`src/sv/vntc_pkg.sv`:
```
package vntc_pkg;

    localparam int unsigned COORD_BITS = 12;

    // Input item: one tile coordinate pair.
    typedef struct packed {
        logic [COORD_BITS-1:0] tile_x;
        logic [COORD_BITS-1:0] tile_y;
    } t_tile_in;

    typedef enum logic [1:0] {
        KIND_WATER  = 2'd0,
        KIND_FOREST = 2'd1,
        KIND_ROAD   = 2'd2,
        KIND_GRASS  = 2'd3
    } t_tile_kind;

    // Result item.
    typedef struct packed {
        t_tile_kind  tile_kind;
        logic        walkable;
        logic [15:0] noise_level;
    } t_tile_out;

    // Corner values and faded fractions handed from the lattice to the blend pipeline.
    typedef struct packed {
        logic [15:0] v00;
        logic [15:0] v10;
        logic [15:0] v01;
        logic [15:0] v11;
        logic [15:0] fade_u;
        logic [15:0] fade_v;
    } t_corners;

    // Register contents seen by the datapath.
    typedef struct packed {
        logic [31:0] seed_mix;
        logic [15:0] water_level;
        logic [15:0] forest_level;
        logic [15:0] road_level;
    } t_cfg_regs;

    localparam int unsigned ADDR_BITS = 4;

    localparam logic [1:0] REG_NOISE_SEED   = 2'd0;
    localparam logic [1:0] REG_WATER_LEVEL  = 2'd1;
    localparam logic [1:0] REG_FOREST_LEVEL = 2'd2;
    localparam logic [1:0] REG_ROAD_LEVEL   = 2'd3;

    localparam logic [31:0] RST_NOISE_SEED   = 32'd1;
    localparam logic [15:0] RST_WATER_LEVEL  = 16'd19661;
    localparam logic [15:0] RST_FOREST_LEVEL = 16'd39322;
    localparam logic [15:0] RST_ROAD_LEVEL   = 16'd45875;

    localparam logic [31:0] HASH_X    = 32'd143087104;
    localparam logic [31:0] HASH_Y    = 32'd104781098;
    localparam logic [31:0] HASH_XY   = 32'd247868202;
    localparam logic [31:0] HASH_SEED = 32'd969588582;
    localparam logic [31:0] HASH_MIX  = 32'd5434818;
    localparam logic [31:0] RST_SEED_MIX = 32'd969588582;

    // x / 10 == (x * 52429) >> 19 for every x below 81920.
    localparam logic [15:0] DIV10_MUL   = 16'd52429;
    localparam int unsigned DIV10_SHIFT = 19;

    localparam int unsigned LATTICE_STEP = 10;

    // Quintic fade of the fraction that belongs to a coordinate residue.
    function automatic logic [15:0] fade_of(input int unsigned r);
        longint t;
        longint t2;
        longint t3;
        longint q;
        longint f;
        t  = (longint'(r) * 65536) / 10;
        t2 = (t * t) >>> 16;
        t3 = (t2 * t) >>> 16;
        q  = 6 * t2 - 15 * t + 655360;
        f  = (t3 * q) >>> 16;
        if (f > 65535) begin
            f = 65535;
        end
        return 16'(f);
    endfunction

    localparam logic [15:0] FADE_LUT [LATTICE_STEP] = '{
        fade_of(0), fade_of(1), fade_of(2), fade_of(3), fade_of(4),
        fade_of(5), fade_of(6), fade_of(7), fade_of(8), fade_of(9)
    };

endpackage

```
`src/sv/vntc_cfg.sv`:
```
module vntc_cfg (
    input  logic                           i_clk,
    input  logic                           i_rst_n,
    input  logic                           psel,
    input  logic                           penable,
    input  logic                           pwrite,
    input  logic [vntc_pkg::ADDR_BITS-1:0] paddr,
    input  logic [31:0]                    pwdata,
    output logic [31:0]                    prdata,
    output logic                           pready,
    output vntc_pkg::t_cfg_regs            o_cfg
);

    logic [31:0] r_noise_seed;
    logic [31:0] r_seed_mix;
    logic [15:0] r_water_level;
    logic [15:0] r_forest_level;
    logic [15:0] r_road_level;
    logic        w_write;
    logic [1:0]  w_index;

    assign w_write = psel && penable && pwrite;
    assign w_index = paddr[3:2];
    assign pready  = 1'b1;

    // The seed product is formed when the seed is written, so the hash path
    // only adds it.
    always_ff @(posedge i_clk) begin
        if (!i_rst_n) begin
            r_noise_seed   <= vntc_pkg::RST_NOISE_SEED;
            r_seed_mix     <= vntc_pkg::RST_SEED_MIX;
            r_water_level  <= vntc_pkg::RST_WATER_LEVEL;
            r_forest_level <= vntc_pkg::RST_FOREST_LEVEL;
            r_road_level   <= vntc_pkg::RST_ROAD_LEVEL;
        end else if (w_write) begin
            unique case (w_index)
                vntc_pkg::REG_NOISE_SEED: begin
                    r_noise_seed <= pwdata;
                    r_seed_mix   <= pwdata * vntc_pkg::HASH_SEED;
                end
                vntc_pkg::REG_WATER_LEVEL:  r_water_level  <= pwdata[15:0];
                vntc_pkg::REG_FOREST_LEVEL: r_forest_level <= pwdata[15:0];
                vntc_pkg::REG_ROAD_LEVEL:   r_road_level   <= pwdata[15:0];
                default: ;
            endcase
        end
    end

    always_comb begin
        unique case (w_index)
            vntc_pkg::REG_NOISE_SEED:   prdata = r_noise_seed;
            vntc_pkg::REG_WATER_LEVEL:  prdata = {16'd0, r_water_level};
            vntc_pkg::REG_FOREST_LEVEL: prdata = {16'd0, r_forest_level};
            vntc_pkg::REG_ROAD_LEVEL:   prdata = {16'd0, r_road_level};
            default:                    prdata = 32'd0;
        endcase
    end

    assign o_cfg.seed_mix     = r_seed_mix;
    assign o_cfg.water_level  = r_water_level;
    assign o_cfg.forest_level = r_forest_level;
    assign o_cfg.road_level   = r_road_level;

endmodule

```
`config.mk`:
```
export PLATFORM = sky130hd
export DESIGN_NAME = vntc_cfg
export DESIGN_NICKNAME = d
export VERILOG_FILES = /design/src/sv/vntc_pkg.sv /design/src/sv/vntc_cfg.sv
export SDC_FILE = /design/constraint.sdc
export NUM_CORES = 1
export LEC_CHECK = 0
export ABC_AREA = 1
export ABC_CLOCK_PERIOD_IN_PS = 10400
export BUFFER_PORTS_ARGS = -buffer_cell sky130_fd_sc_hd__clkbuf_2
export CAP_MARGIN = 20
export CORE_MARGIN = 1
export CORE_UTILIZATION = 50
export CTS_CLUSTER_DIAMETER = 150
export DETAILED_ROUTE_END_ITERATION = 12
export PLACE_DENSITY = 0.7
export SYNTH_ARGS = -nofsm -noshare
export SYNTH_HDL_FRONTEND = slang
export SYNTH_SLANG_ARGS = --single-unit
```
`constraint.sdc`:
```
create_clock -name i_clk -period 10.4 [get_ports i_clk]
set_clock_uncertainty 0.2 [all_clocks]
set_input_delay 2.6 -clock i_clk [delete_from_list [all_inputs] [get_ports i_clk]]
set_output_delay 2.6 -clock i_clk [all_outputs]
set_load 0.05 [all_outputs]
```
==> results_dict.tcl <==
set metrics [dict create \
    htree_levels 3 \
    setup-tns-final_ns 0 \
    synth_area_leader_cell "fa_1" \
    cap_viol_max_count 0 \
    die_w_um 169 \
    synth_cells 1680 \
    r2r_cells 2 \
    status "complete, no violations" \
    io_pins 154 \
    nFillCells 2535 \
    max_freq_mhz 110 \
    vias_per_cell 5.17 \
    synth_most_common_cell "inv_1" \
    synth_warnings 0 \
    wl_met3_um 1950 \
    cts.sinks 110 \
    routed.top_layer "met4" \
    wl_um 36700 \
    first_global_vias 11400 \
    grtUsageTotal_pct 27.1 \
    hold_class "flip-flop to flip-flop" \
    via_count 11300 \
    syn_to_final_growth_pct 10.0 \
    antenna_found_initial 0 \
    cp-start-kind "input port" \
    cts_tree "done" \
    arrival_ns 9.18 \
    cp_max_fo 9 \
    max_slew_margin_pct 40.6 \
    overflow 0 \
    synthTopCellsByArea "fa_1, dfxtp_1, ha_1" \
    drcViolationCount 0 \
    dr.pass1.iters 5 \
    ys_ff_latch 110 \
    layout.nets 2246 \
    drt-initial-drc-count 750 \
    met2_length_um 17700 \
    clk_pin_slew_ns 0.08 \
    cts_hold_buf 0 \
    crit_required_ns 10.46 \
    end_kind "flip-flop" \
    rows 60 \
    io_buffers 149 \
    avgSynthCellArea_sq_um 8.33 \
    post_cts_buffers 0 \
    crit_type "input port to flip-flop" \
    routedWlPerCell_um 16.8 \
    synth_commonest_cells "inv_1, nand2_1, fa_1, ha_1, dfxtp_1" \
    cts_buffers 9 \
    clock_path_buffers 2 \
    r2r_start "r_road_level[14]" \
    synth-edff-count 0 \
    r2r-end "r_road_level[14]" \
    synth_area_sq_um 14000 \
    cts-root-buf "clkbuf_16" \
    cp-endpoint "r_seed_mix[27]" \
    ctsResizeCount 0 \
    hold_viol 0 \
    startpoint "pwdata[6]" \
    die_area_sq_um 28700 \
    grt_max_degree 89 \
    dp_hpwl_um 30600 \
    final_layout_size_suffix_gt1_share_pct 10.8 \
    antenna_cells 0 \
    synth_ff_type "dfxtp_1" \
    die_h_um 169 \
    r2r_slack_ns 9.43 \
    maxSlewViolCount 0 \
    synth_top_area_share_pct 32.2 \
    core-area_sq_um 27200 \
    worstHoldStart "r_noise_seed[31]" \
    yosysUniqueCellTypes 41 \
    finalSetupViolCount 0 \
    period_share_pct 87.6 \
    initial_core_util_pct 51.5 \
    gp_congestion 0.889 \
    worstSkewPairLatency_ns 0.37 \
    min_period_ns 9.11 \
    rsz0062_at_grt "no" \
    grt_pass1_wl_um 59000 \
    yosysSeqAreaShare_pct 15.7 \
    async_flop_share_pct 0 \
    met1_length_um 15600 \
    worst_pin_slew_ns 0.890 \
    ant_nets 0 \
    syn-num-nets 2116 \
]
-- layer usage --
layer / GRT usage [%] / vias to the layer above
met5: 0 / -
met4: 10.5 / 0
met3: 3.82 / 74
met2: 46.8 / 371
met1: 34.3 / 5460
li1: - / 5397
-- final cells by class --
| class | instances | area (sq um) | area share [%] |
|---|---|---|---|
| multi-input combinational | 1075 | 9910 | 64.4 |
| tap | 372 | 465 | 3.02 |
| sequential | 110 | 2200 | 14.3 |
| clock buffer | 9 | 225 | 1.46 |
| timing repair buffer | 157 | 806 | 5.23 |
| clock inverter | 7 | 73.8 | 0.479 |
| inverter | 457 | 1720 | 11.1 |
-- registers in the layout (all words and copies together), names as in the netlist --
name and flops:
r_noise_seed 32, r_seed_mix 30, r_forest_level 16, r_water_level 16, r_road_level 16
-- cell families after synthesis --
| kind of cell | Yosys count | share of synthesized area, % |
|---|---|---|
| adder cells (fa/ha/maj) | 395 | 47.4 |
| XOR/XNOR | 20 | 1.25 |
| AO/OA/AOI/OAI | 242 | 9.70 |
| flip-flops | 110 | 15.7 |
| AND/OR/NAND/NOR | 416 | 12.4 |
| buffers and inverters | 495 | 13.5 |
| other | 2 | 0.0537 |
-- through the flow --
stage / hold WS [ns] / utilization [%] / setup WS (ns) / instances / cell area, sq um
after floorplan: 0.230 / - / 1.92 / 1680 / 14000
after global placement: 0.242 / 55.6 / 1.02 / 2171 / 15100
after detailed placement: 0.249 / 55.6 / 0.963 / 2171 / 15100
after CTS: 0.262 / 56.7 / 1.34 / 2187 / 15400
after global routing: 0.294 / 56.7 / 0.985 / 2187 / 15400
final: 0.262 / 56.7 / 1.29 / 2187 / 15400
-- worst max-delay path: stages --
cell and delay, ns:
clkbuf_2 0.30, inv_1 0.32, fa_1 0.57, inv_1 0.05, fa_1 0.40, fa_1 0.49, inv_1 0.05, fa_1 0.47
inv_1 0.05, fa_1 0.50, inv_1 0.06, fa_1 0.53, inv_1 0.05, fa_1 0.47, inv_1 0.05, fa_1 0.47
inv_1 0.05, ha_1 0.34, a21oi_1 0.27, nand2_1 0.09, a21oi_1 0.23, nand3_1 0.20, a21o_1 0.23, nand2_1 0.08
nand3b_1 0.08, nand3_1 0.10, nand2_1 0.06
-- layout by cell type, fill, tap and decap left out, types with 2 or more instances in the layout --
cell type and instances:
a21boi_2 2, conb_1 2, nor2_1 69, nor2_2 4, o21ai_1 4, nand2_1 258
nand2_2 2, o21ai_0 86, inv_8 2, nand3_1 43, a21oi_1 104, nand4_1 22
inv_2 4, xnor2_1 8, clkbuf_16 9, inv_6 2, inv_1 452, ha_1 170
a211oi_1 3, buf_4 8, xor2_1 12, clkinv_4 2, a21o_1 5, o21bai_1 2
nor3_1 5, nand3b_1 3, dfxtp_1 110, fa_1 225, nor4_1 2, o211ai_1 26
clkbuf_2 149, a31oi_1 4, or2_2 3
-- worst min path at each step --
stage	end	slack, ns	cells after the start
floorplan	r_noise_seed[28]	0.23	2
global placement	r_noise_seed[31]	0.24	2
detailed placement	r_seed_mix[2]	0.25	2
CTS	r_noise_seed[31]	0.26	2
global route	r_seed_mix[5]	0.29	2
finish	r_noise_seed[31]	0.26	2
Power is not shown: default switching activity piles up to over one toggle a cycle in this logic, so the estimate is an artifact.
