$ cat config.mk
export PLATFORM = sky130hd
export DESIGN_NAME = vntc_blend
export DESIGN_NICKNAME = d
export VERILOG_FILES = /design/src/sv/vntc_pkg.sv /design/src/sv/vntc_blend.sv
export SDC_FILE = /design/constraint.sdc
export NUM_CORES = 2
export LEC_CHECK = 0
export CAP_MARGIN = 40
export CORE_MARGIN = 5
export CORE_UTILIZATION = 30
export DETAILED_ROUTE_END_ITERATION = 16
export DONT_BUFFER_PORTS = 1
export MAX_ROUTING_LAYER = met4
export PLACE_DENSITY = 0.4
export SETUP_SLACK_MARGIN = 0.02
export SKIP_LAST_GASP = 1
export SLEW_MARGIN = 30
export SYNTH_ARGS = -nofsm -noshare
export SYNTH_HDL_FRONTEND = slang
export SYNTH_SLANG_ARGS = --single-unit
$ cat constraint.sdc
create_clock -name i_clk -period 14.5 [get_ports i_clk]
set_clock_uncertainty 0.15 [all_clocks]
set_input_delay 1.45 -clock i_clk [delete_from_list [all_inputs] [get_ports i_clk]]
set_output_delay 1.45 -clock i_clk [all_outputs]
set_load 0.01 [all_outputs]
$ cat src/sv/vntc_pkg.sv
package vntc_pkg;

    localparam int unsigned COORD_BITS = 12;

    // Input item: one tile coordinate pair.
    typedef struct packed {
        logic [COORD_BITS-1:0] tile_x;
        logic [COORD_BITS-1:0] tile_y;
    } t_tile_in;

    typedef enum logic [1:0] {
        KIND_WATER  = 2'd0,
        KIND_FOREST = 2'd1,
        KIND_ROAD   = 2'd2,
        KIND_GRASS  = 2'd3
    } t_tile_kind;

    // Result item.
    typedef struct packed {
        t_tile_kind  tile_kind;
        logic        walkable;
        logic [15:0] noise_level;
    } t_tile_out;

    // Corner values and faded fractions handed from the lattice to the blend pipeline.
    typedef struct packed {
        logic [15:0] v00;
        logic [15:0] v10;
        logic [15:0] v01;
        logic [15:0] v11;
        logic [15:0] fade_u;
        logic [15:0] fade_v;
    } t_corners;

    // Register contents seen by the datapath.
    typedef struct packed {
        logic [31:0] seed_mix;
        logic [15:0] water_level;
        logic [15:0] forest_level;
        logic [15:0] road_level;
    } t_cfg_regs;

    localparam int unsigned ADDR_BITS = 4;

    localparam logic [1:0] REG_NOISE_SEED   = 2'd0;
    localparam logic [1:0] REG_WATER_LEVEL  = 2'd1;
    localparam logic [1:0] REG_FOREST_LEVEL = 2'd2;
    localparam logic [1:0] REG_ROAD_LEVEL   = 2'd3;

    localparam logic [31:0] RST_NOISE_SEED   = 32'd1;
    localparam logic [15:0] RST_WATER_LEVEL  = 16'd19661;
    localparam logic [15:0] RST_FOREST_LEVEL = 16'd39322;
    localparam logic [15:0] RST_ROAD_LEVEL   = 16'd45875;

    localparam logic [31:0] HASH_X    = 32'd143087104;
    localparam logic [31:0] HASH_Y    = 32'd104781098;
    localparam logic [31:0] HASH_XY   = 32'd247868202;
    localparam logic [31:0] HASH_SEED = 32'd969588582;
    localparam logic [31:0] HASH_MIX  = 32'd5434818;
    localparam logic [31:0] RST_SEED_MIX = 32'd969588582;

    // x / 10 == (x * 52429) >> 19 for every x below 81920.
    localparam logic [15:0] DIV10_MUL   = 16'd52429;
    localparam int unsigned DIV10_SHIFT = 19;

    localparam int unsigned LATTICE_STEP = 10;

    // Quintic fade of the fraction that belongs to a coordinate residue.
    function automatic logic [15:0] fade_of(input int unsigned r);
        longint t;
        longint t2;
        longint t3;
        longint q;
        longint f;
        t  = (longint'(r) * 65536) / 10;
        t2 = (t * t) >>> 16;
        t3 = (t2 * t) >>> 16;
        q  = 6 * t2 - 15 * t + 655360;
        f  = (t3 * q) >>> 16;
        if (f > 65535) begin
            f = 65535;
        end
        return 16'(f);
    endfunction

    localparam logic [15:0] FADE_LUT [LATTICE_STEP] = '{
        fade_of(0), fade_of(1), fade_of(2), fade_of(3), fade_of(4),
        fade_of(5), fade_of(6), fade_of(7), fade_of(8), fade_of(9)
    };

endpackage

$ cat src/sv/vntc_blend.sv
module vntc_blend (
    input  logic                i_clk,
    input  logic                i_rst_n,
    input  logic                i_in_valid,
    output logic                o_in_ready,
    input  vntc_pkg::t_corners  i_in_data,
    input  vntc_pkg::t_cfg_regs i_cfg,
    output logic                o_out_valid,
    input  logic                i_out_ready,
    output vntc_pkg::t_tile_out o_out_data
);

    localparam int unsigned STAGES = 5;

    logic [STAGES-1:0] r_v;
    logic [STAGES-1:0] w_en;

    // Stage 1: horizontal lerp products for both rows.
    logic        r1_ge0;
    logic        r1_ge1;
    logic [15:0] r1_a0;
    logic [15:0] r1_a1;
    logic [31:0] r1_p0;
    logic [31:0] r1_p1;
    logic [15:0] r1_fv;
    logic [15:0] w_d0;
    logic [15:0] w_d1;

    // Stage 2: row results.
    logic [15:0] r2_r0;
    logic [15:0] r2_r1;
    logic [15:0] r2_fv;

    // Stage 3: vertical lerp product.
    logic        r3_ge;
    logic [15:0] r3_a;
    logic [31:0] r3_p;

    // Stage 4: level; stage 5: class.
    logic [15:0]         r4_level;
    vntc_pkg::t_tile_out r5_data;
    vntc_pkg::t_tile_kind w_kind;

    always_comb begin
        w_en[STAGES-1] = !r_v[STAGES-1] || i_out_ready;
        for (int k = STAGES - 2; k >= 0; k--) begin
            w_en[k] = !r_v[k] || w_en[k+1];
        end
    end

    assign o_in_ready = w_en[0];

    always_ff @(posedge i_clk) begin
        if (!i_rst_n) begin
            r_v <= '0;
        end else begin
            if (w_en[0]) begin
                r_v[0] <= i_in_valid;
            end
            for (int k = 1; k < STAGES; k++) begin
                if (w_en[k]) begin
                    r_v[k] <= r_v[k-1];
                end
            end
        end
    end

    // The lerp works on the magnitude of the difference, so the truncated
    // step always moves toward the far corner.
    assign w_d0 = (i_in_data.v10 >= i_in_data.v00) ? i_in_data.v10 - i_in_data.v00
                                                   : i_in_data.v00 - i_in_data.v10;
    assign w_d1 = (i_in_data.v11 >= i_in_data.v01) ? i_in_data.v11 - i_in_data.v01
                                                   : i_in_data.v01 - i_in_data.v11;

    always_comb begin
        priority if (r4_level < i_cfg.water_level) begin
            w_kind = vntc_pkg::KIND_WATER;
        end else if (r4_level < i_cfg.forest_level) begin
            w_kind = vntc_pkg::KIND_FOREST;
        end else if (r4_level < i_cfg.road_level) begin
            w_kind = vntc_pkg::KIND_ROAD;
        end else begin
            w_kind = vntc_pkg::KIND_GRASS;
        end
    end

    always_ff @(posedge i_clk) begin
        if (w_en[0]) begin
            r1_ge0 <= i_in_data.v10 >= i_in_data.v00;
            r1_ge1 <= i_in_data.v11 >= i_in_data.v01;
            r1_a0  <= i_in_data.v00;
            r1_a1  <= i_in_data.v01;
            r1_p0  <= 32'(i_in_data.fade_u) * 32'(w_d0);
            r1_p1  <= 32'(i_in_data.fade_u) * 32'(w_d1);
            r1_fv  <= i_in_data.fade_v;
        end
        if (w_en[1]) begin
            r2_r0 <= r1_ge0 ? r1_a0 + r1_p0[31:16] : r1_a0 - r1_p0[31:16];
            r2_r1 <= r1_ge1 ? r1_a1 + r1_p1[31:16] : r1_a1 - r1_p1[31:16];
            r2_fv <= r1_fv;
        end
        if (w_en[2]) begin
            r3_ge <= r2_r1 >= r2_r0;
            r3_a  <= r2_r0;
            r3_p  <= 32'(r2_fv) * ((r2_r1 >= r2_r0) ? 32'(r2_r1 - r2_r0)
                                                     : 32'(r2_r0 - r2_r1));
        end
        if (w_en[3]) begin
            r4_level <= r3_ge ? r3_a + r3_p[31:16] : r3_a - r3_p[31:16];
        end
        if (w_en[4]) begin
            r5_data.tile_kind   <= w_kind;
            r5_data.walkable    <= (w_kind != vntc_pkg::KIND_WATER);
            r5_data.noise_level <= r4_level;
        end
    end

    assign o_out_valid = r_v[STAGES-1];
    assign o_out_data  = r5_data;

    a_no_output_after_reset: assert property (@(posedge i_clk)
        $past(!i_rst_n) |-> !o_out_valid)
        else $error("blend shows a result right after reset");

    a_stall_holds_level: assert property (@(posedge i_clk) disable iff (!i_rst_n)
        r_v[3] && !w_en[3] |=> r_v[3] && $stable(r4_level))
        else $error("blend level stage lost or changed a stalled item");

endmodule

==> reports/qor.csv <==
stage;metric;value;unit
run_status;outcome;completed;
global_routing;grt_usage;0.172;
global_routing;grt_overflow_total;0;
synthesis;synth_async_sr_flop_share;0;
sta;worst_slew_margin_relative_to_its_limit;0.449;
setup_path;maximum_cell_stage_delay_along_the_critical_path;0.52;ns
synthesis;number_of_flops_mapped_to_enable_cells_by_yosys;198;
clocking;cts_inserted_buffers;29;
setup_path;crit_type;primary input to flip-flop;
synthesis;syn_nets;5782;
setup_path;cp_common_cell;sky130_fd_sc_hd__fa_1;
flow_run;maxCapViolations;0;
global_routing;vias_in_the_first_global_route;31000;
synthesis;synth_area_leaders;sky130_fd_sc_hd__fa_1, sky130_fd_sc_hd__edfxtp_1, sky130_fd_sc_hd__ha_1;
route;drt_wl_total;121000;µm
floorplanning;fp.coreArea;137000;µm²
finish;final_cell_area;44600;µm²
setup_path;crit_path_top_delay_cell;sky130_fd_sc_hd__fa_1;
setup_path;critPathArrivalTime;11.18;ns
place;placed_cells_incl_taps;6163;
synthesis;yosys_register_bits;203;
finish;finish.cell_count_without_fillers;6227;
route;routedLengthMet1;57700;µm
synthesis;synth.cells.most_frequent;sky130_fd_sc_hd__inv_1, sky130_fd_sc_hd__fa_1, sky130_fd_sc_hd__ha_1, sky130_fd_sc_hd__nand2_1, sky130_fd_sc_hd__and2_1;
sta;hold_viol;0;
finish;largest_register_ffs;19;
synthesis;most_used_standard_cell_by_instance_count_after_synthesis;sky130_fd_sc_hd__inv_1;
sta;final.min_clock_period;10.98;ns
place;finalWeightedCongestion;0.824;
setup_path;startpoint_type;primary input;
route;route.vias.total;29300;
route;drt_drc_violations_left;0;
floorplanning;initial_utilization;0.301;
finish;syn_to_final_growth;7.91;%
route;via_per_inst;4.70;
clocking;hold_buffers;0;
clocking;clock_insertion_delay_worst_skew;0.63;ns
clocking;post_cts_buffers;0;
clocking;path_clk_slew;0.08;ns
global_routing;grt_start_max_net_pins;49;
min_path;worstHoldPathType;flip-flop to flip-flop;
setup_path;timing.critical_path.fanout_max;17;
route;wl_per_cell;19.4;µm
global_routing;wire_length_of_the_first_global_routing_pass;189000;µm
synthesis;post-synth-top-area-fraction;0.322;
finish;drive_above_1_share;0.0420;
clocking;clock_tree.root_cell;sky130_fd_sc_hd__clkbuf_16;
synthesis;synth_top_flop_cell;sky130_fd_sc_hd__edfxtp_1;
sta;setup_total_negative_slack;0;ns
place;placement.cell_area;43500;µm²
route;wl_met3;4310;µm
floorplanning;boundaryPins;201;
route;top_layer;met4;
place;buffer_ports.inserted;0;
clocking;clock_buffer_depth;3;
sta;maxClockFrequency;91.1;MHz
global_routing;antenna_found_initial;12;
route;ant_nets;0;
synthesis;syn_avg_cell_area;9.21;µm²
synthesis;seq_area_frac_synth;0.146;
sta;final-max-slew-violation-count;0;
sta;setup_viol_count_final;0;
floorplanning;std_cell_rows;136;
floorplanning;dieHeight;381;µm
synthesis;synth.distinct_cells;85;
finish;finalNetCount;5700;
floorplanning;die_w;381;µm
sta;grt_setup_unrepaired;false;
route;drt_first_iter_violations;1388;
route;detailroute.wirelength.met2;57200;µm
synthesis;syn-instance-count;4487;
setup_path;critPathRequiredTime;14.70;ns
sta;finalHoldWorstSlack;0.257;ns
sta;final_min_period_over_clock_period;0.757;
sta;worst_slew_pin_slew;0.806;ns
synthesis;post_synth_instance_area;41300;µm²
setup_path;timing.critical_path.to_type;flip-flop;
clocking;tritoncts;done;
synthesis;yosys_warnings;0;
floorplanning;dieArea;145000;µm²
clocking;post_cts.resized_instances;0;
place;post-dp-hpwl;95200;µm
synthesis;netlist.top_cell.by_area;sky130_fd_sc_hd__fa_1;
clocking;htreeDepth;1;
clocking;cts.sinks;203;
route;detailedRoute.firstPassIterationCount;5;
[worst max-delay path, delay by kind of cell]
kind                     cells  cell delay, ns
multiplexers                 2            0.68
AO/OA/AOI/OAI               11            2.98
AND/OR/NAND/NOR              6            1.45
buffers and inverters        7            0.72
XOR/XNOR                     1            0.10
adder cells (fa/ha/maj)      9            3.78
[layer usage]
| layer | vias to the layer above | GRT usage |
|---|---|---|
| met1 | 14700 | 0.235 |
| met3 | 75 | 0.0190 |
| li1 | 14000 | - |
| met2 | 431 | 0.285 |
| met5 | - | - |
| met4 | 0 | 0.0233 |
[stage by stage]
| step | worst slack, ns | util |
|---|---|---|
| 2_1_floorplan | 4.59 | - |
| 4_1_cts | 3.48 | 0.325 |
| 3_5_place_dp | 2.95 | 0.317 |
| 3_3_place_gp | 2.82 | 0.316 |
| 6_report | 3.52 | 0.325 |
| 5_1_grt | 2.83 | 0.325 |
[worst paths after layout]
check                                 end  cells after the start  slack, ns           from
worst max-delay path            r1_p0[31]                     36       3.52  i_in_data[64]
worst min-delay path            r2_fv[11]                      0       0.26      r1_fv[11]
worst max register to register   r3_p[30]                     33       3.86       r2_r0[0]
worst min register to register  r2_fv[11]                      0       0.26      r1_fv[11]
[cell type report]
type / instances / area, µm²
fillers: 14400 / 92600
multi-input cells: 3153 / 31100
flip-flops and latches: 203 / 6050
inverters: 947 / 3560
well taps: 1794 / 2240
clock buffers: 41 / 811
repair buffers: 71 / 583
clock inverters: 12 / 230
diodes: 6 / 15.0
[kinds of logic (layout without fill, tap and decap cells)]
group	Yosys count	after routing	synth area share
AND/OR/NAND/NOR	1256	1256	0.153
buffers and inverters	1131	1071	0.104
adder cells (fa/ha/maj)	1115	1115	0.458
AO/OA/AOI/OAI	555	555	0.0879
flip-flops	203	203	0.146
XOR/XNOR	178	178	0.0377
multiplexers	49	49	0.0127
other	0	6	0
[cells in the final DEF, fill, tap and decap left out, types with 62 or more instances in the layout]
cell,synthesis,routed
sky130_fd_sc_hd__inv_1,946,946
sky130_fd_sc_hd__fa_1,664,664
sky130_fd_sc_hd__ha_1,451,451
sky130_fd_sc_hd__nand2_1,445,444
sky130_fd_sc_hd__and2_1,285,285
sky130_fd_sc_hd__edfxtp_1,198,198
sky130_fd_sc_hd__a21oi_1,156,156
sky130_fd_sc_hd__nor2_1,136,135
sky130_fd_sc_hd__xnor2_1,112,108
sky130_fd_sc_hd__o21ai_0,104,103
sky130_fd_sc_hd__nand3_1,96,95
sky130_fd_sc_hd__a21o_1,81,81
sky130_fd_sc_hd__xor2_1,66,62
Power is not shown: default switching activity piles up to over one toggle a cycle in this logic, so the estimate is an artifact.
