## src/sv/vntc_pkg.sv

```systemverilog
package vntc_pkg;

    localparam int unsigned COORD_BITS = 12;

    // Input item: one tile coordinate pair.
    typedef struct packed {
        logic [COORD_BITS-1:0] tile_x;
        logic [COORD_BITS-1:0] tile_y;
    } t_tile_in;

    typedef enum logic [1:0] {
        KIND_WATER  = 2'd0,
        KIND_FOREST = 2'd1,
        KIND_ROAD   = 2'd2,
        KIND_GRASS  = 2'd3
    } t_tile_kind;

    // Result item.
    typedef struct packed {
        t_tile_kind  tile_kind;
        logic        walkable;
        logic [15:0] noise_level;
    } t_tile_out;

    // Corner values and faded fractions handed from the lattice to the blend pipeline.
    typedef struct packed {
        logic [15:0] v00;
        logic [15:0] v10;
        logic [15:0] v01;
        logic [15:0] v11;
        logic [15:0] fade_u;
        logic [15:0] fade_v;
    } t_corners;

    // Register contents seen by the datapath.
    typedef struct packed {
        logic [31:0] seed_mix;
        logic [15:0] water_level;
        logic [15:0] forest_level;
        logic [15:0] road_level;
    } t_cfg_regs;

    localparam int unsigned ADDR_BITS = 4;

    localparam logic [1:0] REG_NOISE_SEED   = 2'd0;
    localparam logic [1:0] REG_WATER_LEVEL  = 2'd1;
    localparam logic [1:0] REG_FOREST_LEVEL = 2'd2;
    localparam logic [1:0] REG_ROAD_LEVEL   = 2'd3;

    localparam logic [31:0] RST_NOISE_SEED   = 32'd1;
    localparam logic [15:0] RST_WATER_LEVEL  = 16'd19661;
    localparam logic [15:0] RST_FOREST_LEVEL = 16'd39322;
    localparam logic [15:0] RST_ROAD_LEVEL   = 16'd45875;

    localparam logic [31:0] HASH_X    = 32'd143087104;
    localparam logic [31:0] HASH_Y    = 32'd104781098;
    localparam logic [31:0] HASH_XY   = 32'd247868202;
    localparam logic [31:0] HASH_SEED = 32'd969588582;
    localparam logic [31:0] HASH_MIX  = 32'd5434818;
    localparam logic [31:0] RST_SEED_MIX = 32'd969588582;

    // x / 10 == (x * 52429) >> 19 for every x below 81920.
    localparam logic [15:0] DIV10_MUL   = 16'd52429;
    localparam int unsigned DIV10_SHIFT = 19;

    localparam int unsigned LATTICE_STEP = 10;

    // Quintic fade of the fraction that belongs to a coordinate residue.
    function automatic logic [15:0] fade_of(input int unsigned r);
        longint t;
        longint t2;
        longint t3;
        longint q;
        longint f;
        t  = (longint'(r) * 65536) / 10;
        t2 = (t * t) >>> 16;
        t3 = (t2 * t) >>> 16;
        q  = 6 * t2 - 15 * t + 655360;
        f  = (t3 * q) >>> 16;
        if (f > 65535) begin
            f = 65535;
        end
        return 16'(f);
    endfunction

    localparam logic [15:0] FADE_LUT [LATTICE_STEP] = '{
        fade_of(0), fade_of(1), fade_of(2), fade_of(3), fade_of(4),
        fade_of(5), fade_of(6), fade_of(7), fade_of(8), fade_of(9)
    };

endpackage

```

## src/sv/vntc_lattice.sv

```systemverilog
module vntc_lattice (
    input  logic               i_clk,
    input  logic               i_rst_n,
    input  logic               i_in_valid,
    output logic               o_in_ready,
    input  vntc_pkg::t_tile_in i_in_data,
    input  logic [31:0]        i_seed_mix,
    output logic               o_out_valid,
    input  logic               i_out_ready,
    output vntc_pkg::t_corners o_out_data
);

    localparam int unsigned COORD_BITS = vntc_pkg::COORD_BITS;
    localparam int unsigned CELL_BITS  = COORD_BITS - 3;
    localparam int unsigned PW         = COORD_BITS + 16;
    localparam int unsigned STAGES     = 5;

    function automatic logic [15:0] corner_value(input logic [31:0] n);
        logic [31:0] m;
        logic [31:0] h;
        m = n ^ {{13{n[31]}}, n[31:13]};
        h = m * vntc_pkg::HASH_MIX;
        return h[30:15];
    endfunction

    logic [STAGES-1:0] r_v;
    logic [STAGES-1:0] w_en;

    // Stage 1: cell index by reciprocal multiply.
    logic [COORD_BITS-1:0] w_x;
    logic [COORD_BITS-1:0] w_y;
    logic [PW-1:0]         w_qx;
    logic [PW-1:0]         w_qy;
    logic [COORD_BITS-1:0] r1_x;
    logic [COORD_BITS-1:0] r1_y;
    logic [CELL_BITS-1:0]  r1_cx;
    logic [CELL_BITS-1:0]  r1_cy;

    // Stage 2: fade lookup and the two coordinate hash products.
    logic [COORD_BITS-1:0] w_rx_full;
    logic [COORD_BITS-1:0] w_ry_full;
    logic [3:0]            w_rx;
    logic [3:0]            w_ry;
    logic [15:0]           r2_u;
    logic [15:0]           r2_v;
    logic [31:0]           r2_pa;
    logic [31:0]           r2_pb;

    // Stage 3: hash input of the lower-left corner.
    logic [15:0] r3_u;
    logic [15:0] r3_v;
    logic [31:0] r3_n;

    // Stage 4: hash inputs of all four corners.
    logic [15:0] r4_u;
    logic [15:0] r4_v;
    logic [31:0] r4_n00;
    logic [31:0] r4_n10;
    logic [31:0] r4_n01;
    logic [31:0] r4_n11;

    // Stage 5: corner values.
    vntc_pkg::t_corners r5_data;

    always_comb begin
        w_en[STAGES-1] = !r_v[STAGES-1] || i_out_ready;
        for (int k = STAGES - 2; k >= 0; k--) begin
            w_en[k] = !r_v[k] || w_en[k+1];
        end
    end

    assign o_in_ready = w_en[0];

    always_ff @(posedge i_clk) begin
        if (!i_rst_n) begin
            r_v <= '0;
        end else begin
            if (w_en[0]) begin
                r_v[0] <= i_in_valid;
            end
            for (int k = 1; k < STAGES; k++) begin
                if (w_en[k]) begin
                    r_v[k] <= r_v[k-1];
                end
            end
        end
    end

    assign w_x  = COORD_BITS'(i_in_data.tile_x);
    assign w_y  = COORD_BITS'(i_in_data.tile_y);
    assign w_qx = PW'(w_x) * PW'(vntc_pkg::DIV10_MUL);
    assign w_qy = PW'(w_y) * PW'(vntc_pkg::DIV10_MUL);

    assign w_rx_full = r1_x - ((COORD_BITS'(r1_cx) << 3) + (COORD_BITS'(r1_cx) << 1));
    assign w_ry_full = r1_y - ((COORD_BITS'(r1_cy) << 3) + (COORD_BITS'(r1_cy) << 1));
    assign w_rx      = w_rx_full[3:0];
    assign w_ry      = w_ry_full[3:0];

    always_ff @(posedge i_clk) begin
        if (w_en[0]) begin
            r1_x  <= w_x;
            r1_y  <= w_y;
            r1_cx <= w_qx[PW-1:vntc_pkg::DIV10_SHIFT];
            r1_cy <= w_qy[PW-1:vntc_pkg::DIV10_SHIFT];
        end
        if (w_en[1]) begin
            r2_u  <= vntc_pkg::FADE_LUT[w_rx];
            r2_v  <= vntc_pkg::FADE_LUT[w_ry];
            r2_pa <= 32'(r1_cx) * vntc_pkg::HASH_X;
            r2_pb <= 32'(r1_cy) * vntc_pkg::HASH_Y;
        end
        if (w_en[2]) begin
            r3_u <= r2_u;
            r3_v <= r2_v;
            r3_n <= r2_pa + r2_pb + i_seed_mix;
        end
        if (w_en[3]) begin
            // Stepping a cell index by one adds its hash constant, modulo 2^32.
            r4_u   <= r3_u;
            r4_v   <= r3_v;
            r4_n00 <= r3_n;
            r4_n10 <= r3_n + vntc_pkg::HASH_X;
            r4_n01 <= r3_n + vntc_pkg::HASH_Y;
            r4_n11 <= r3_n + vntc_pkg::HASH_XY;
        end
        if (w_en[4]) begin
            r5_data.v00    <= corner_value(r4_n00);
            r5_data.v10    <= corner_value(r4_n10);
            r5_data.v01    <= corner_value(r4_n01);
            r5_data.v11    <= corner_value(r4_n11);
            r5_data.fade_u <= r4_u;
            r5_data.fade_v <= r4_v;
        end
    end

    assign o_out_valid = r_v[STAGES-1];
    assign o_out_data  = r5_data;

    a_stall_holds_mid: assert property (@(posedge i_clk) disable iff (!i_rst_n)
        r_v[2] && !w_en[2] |=> r_v[2] && $stable(r3_n))
        else $error("lattice stage lost or changed a stalled item");

    a_ready_low_means_full: assert property (@(posedge i_clk) disable iff (!i_rst_n)
        !o_in_ready |-> (&r_v) && !i_out_ready)
        else $error("lattice refused input while a stage was free");

endmodule

```

## config.mk

```make
export PLATFORM = sky130hd
export DESIGN_NAME = vntc_lattice
export DESIGN_NICKNAME = d
export VERILOG_FILES = /design/src/sv/vntc_pkg.sv /design/src/sv/vntc_lattice.sv
export SDC_FILE = /design/constraint.sdc
export NUM_CORES = 2
export LEC_CHECK = 0
export BUFFER_PORTS_ARGS = -buffer_cell sky130_fd_sc_hd__buf_2
export CORE_ASPECT_RATIO = 0.7
export CORE_MARGIN = 2
export CORE_UTILIZATION = 65
export DETAILED_ROUTE_END_ITERATION = 16
export MAX_ROUTING_LAYER = met4
export PLACE_DENSITY = 0.85
export RECOVER_POWER = 25
export SYNTH_ARGS = -nofsm -noshare
export SYNTH_HDL_FRONTEND = slang
export SYNTH_SLANG_ARGS = --single-unit
export TNS_END_PERCENT = 50
```

## constraint.sdc

```tcl
create_clock -name i_clk -period 16.3 [get_ports i_clk]
set_input_delay 1.63 -clock i_clk [delete_from_list [all_inputs] [get_ports i_clk]]
set_output_delay 1.63 -clock i_clk [all_outputs]
set_load 0.005 [all_outputs]
```

==> impl_metrics.env <==
export IMPL_status="finished, violations left"
export IMPL_violations="capacitance limit, slew limit"
export IMPL_overflow=0
export IMPL_synth_area_leader_cell="fa_1"
export IMPL_first_global_vias=34400
export IMPL_placed_area_mm2=0.0535
export IMPL_via_count=32200
export IMPL_synth_nets=6158
export IMPL_ff2ff_setup_slack_ns=9.15
export IMPL_drt_first_pass_iters=6
export IMPL_critPathMaxFanout=5
export IMPL_ctsHoldBuffers=0
export IMPL_ant_nets=0
export IMPL_grt_start_max_net_pins=84
export IMPL_syn_area_per_cell_um2=11.6
export IMPL_fmax_ghz=0.140
export IMPL_synth_seq_cells=394
export IMPL_multi_input_area_mm2=0.0358
export IMPL_path_cells="xnor2_1 -> inv_1 -> ha_1 -> fa_1 -> fa_1 -> fa_1 -> inv_1 -> fa_1 -> inv_1 -> fa_1 -> ha_1 -> ha_1 -> or2_2 -> a2111oi_0 -> a21oi_1 -> a21oi_1 -> o21ai_1 -> nor2_1 -> o21ai_1 -> xnor2_1"
export IMPL_route_detailed_drc=0
export IMPL_final_util_pct=70.1
export IMPL_antenna_found_initial=4
export IMPL_insertion_delay_ns=0.62
export IMPL_fin_crit_ns=7.15
export IMPL_r2r_end="o_out_data[47]"
export IMPL_finalWeightedCongestion=1.03
export IMPL_crit_end="o_out_data[47]"
export IMPL_avgViaCountPerCell=5.63
export IMPL_rr_worst_depth=20
export IMPL_cts_made_buffers=44
export IMPL_cts_setup_buffers=0
export IMPL_cts_tree="done"
export IMPL_wl_per_cell_um=21.1
export IMPL_hold_path_class="register to register"
export IMPL_die_h_um=239
export IMPL_tns_ns=0
export IMPL_drtIter0Drc=2468
export IMPL_synth_flop_cell="edfxtp_1"
export IMPL_synth_common_cells="1004 x inv_1, 870 x ha_1, 774 x fa_1"
export IMPL_ioPinCount=158
export IMPL_syn_inst=4454
export IMPL_worstPathArrival_ns=7.48
export IMPL_h_tree_depth=2
export IMPL_setup_violations=0
export IMPL_yosysUniqueCellTypes=80
export IMPL_r2r_start="r4_n01[8]"
export IMPL_crit_start="r4_n01[8]"
export IMPL_port_buffers=157
export IMPL_root_buffer="clkbuf_16"
export IMPL_slew_violations=46
export IMPL_core_mm2=0.0786
export IMPL_worstSetupPathType="register to register"
export IMPL_grt_pass1_wl_mm=191
export IMPL_design_die_area_mm2=0.0815
export IMPL_maxSlewHeadroom_pct=-59.7
export IMPL_synth_area_leaders="fa_1 30%, edfxtp_1 23%, ha_1 21%"
export IMPL_grt_setup_unrepaired="false"
export IMPL_endpoint_kind="register"
export IMPL_hold_viol=0
export IMPL_clkTransAtPathRegs_ns=0.07
export IMPL_period_share_pct=43.8
export IMPL_cts_resized=0
export IMPL_clock_sinks=394
export IMPL_tightest_slew_ns=2.38
export IMPL_gr_usage_met1_pct=44.5
export IMPL_async_flop_share_pct=0
export IMPL_start_util_pct=65.5
export IMPL_area_growth_pct=6.95
export IMPL_synth_most_common_cell="inv_1"
export IMPL_seq_area_mm2=0.0118
export IMPL_clockBufferDepth=3
export IMPL_critical_path_required_ns=16.64
export IMPL_top_usage_layer="met2"
export IMPL_crit_top_cell="fa_1"
export IMPL_synth_warnings=0
export IMPL_dpl_hpwl_mm=104
export IMPL_cpPeakStageDelay_ns=0.60
export IMPL_fin_skew_ns=0.0362
export IMPL_use_met2_pct=47.2
export IMPL_synth_top_area_share_pct=30.1
export IMPL_grt_util_all_layers_pct=31.8
export IMPL_crit_slowest_cell="xnor2_1"
export IMPL_n_fill_cell=5514
export IMPL_synth_enable_flop_cells=389
export IMPL_rows=86
export IMPL_fin_area_mm2=0.0551
export IMPL_cp_start_kind="register"
export IMPL_maxCapViolCount=1
export IMPL_die_w_um=340
export IMPL_seq_area_frac_synth_pct=22.9
export IMPL_met3_usage_pct=8.51
export IMPL_routed_wl_mm=121
export IMPL_synth_area_mm2=0.0515
export IMPL_num_nets_final=6336
export IMPL_drive_gt1_share_pct=5.74
==> cells by family after synthesis <==
kind of cell / share of synthesized area, %
flops: 22.9
fa+ha+maj: 51.2
mux: 0.0413
xor+xnor: 8.34
compound gates: 5.49
buf+inv: 7.62
simple gates: 4.38
==> worst min-delay path by stage <==
stage                     startpoint        endpoint  cells after the start
after floorplan              r4_v[0]   o_out_data[0]                      0
after global placement       r2_v[3]         r3_v[3]                      0
after detailed placement    r4_u[11]  o_out_data[27]                      0
after CTS                   r4_v[15]  o_out_data[15]                      0
after global routing        r4_v[15]  o_out_data[15]                      0
final                        r2_u[3]         r3_u[3]                      0
==> flip-flops by register name (all words and copies together), names as in the netlist, 23 cells and up <==
register,flops
o_out_data,90
r4_n10,23
r2_pa,23
r2_pb,31
r4_n11,23
r4_n01,31
r4_n00,32
r3_n,32
==> critical path, delay by kind of cell, from the launching register on <==
family                     cells  cell delay, ns
and+or+nand+nor                2            0.47
xor gates and xnor gates       2            0.74
AOI/OAI and AO/OA              5            1.24
DFF                            1            0.51
buffers and inverters          3            0.39
adders and majority gates      8            3.51
==> area by class of cell <==
type,count,share of cell area (%)
diodes,2,0.00909
clock inverters,36,0.802
multi-input cells,3021,65.0
clock buffers,45,2.01
well taps,1056,2.40
repair buffers,166,1.52
inverters,1005,6.85
flip-flops and latches,394,21.4
==> metrics by stage <==
stage,hold slack [ns],instances,setup WS [ns]
global placement,0.401,5642,9.46
CTS,0.412,5723,9.21
floorplan,0.400,4454,10.06
finish,0.413,5725,9.15
detailed placement,0.405,5642,9.31
global route,0.421,5725,8.86
==> placed cells by master (no fill, tap or decap), drive strengths merged, types with 56 or more instances in the layout <==
cell	n
a21o	56
a21oi	112
buf	155
clkbuf	56
edfxtp	389
fa	774
ha	870
inv	1007
nand2	109
nor2	145
o21ai	83
xnor2	300
xor2	184
==> routing by layer <==
| metal | wire [um] | vias up |
|---|---|---|
| li1 | - | 14800 |
| met1 | 53900 | 16100 |
| met2 | 53300 | 1153 |
| met3 | 11300 | 148 |
| met4 | 2260 | 0 |
| met5 | 0 | - |
Power is not shown: default switching activity piles up to over one toggle a cycle in this logic, so the estimate is an artifact.
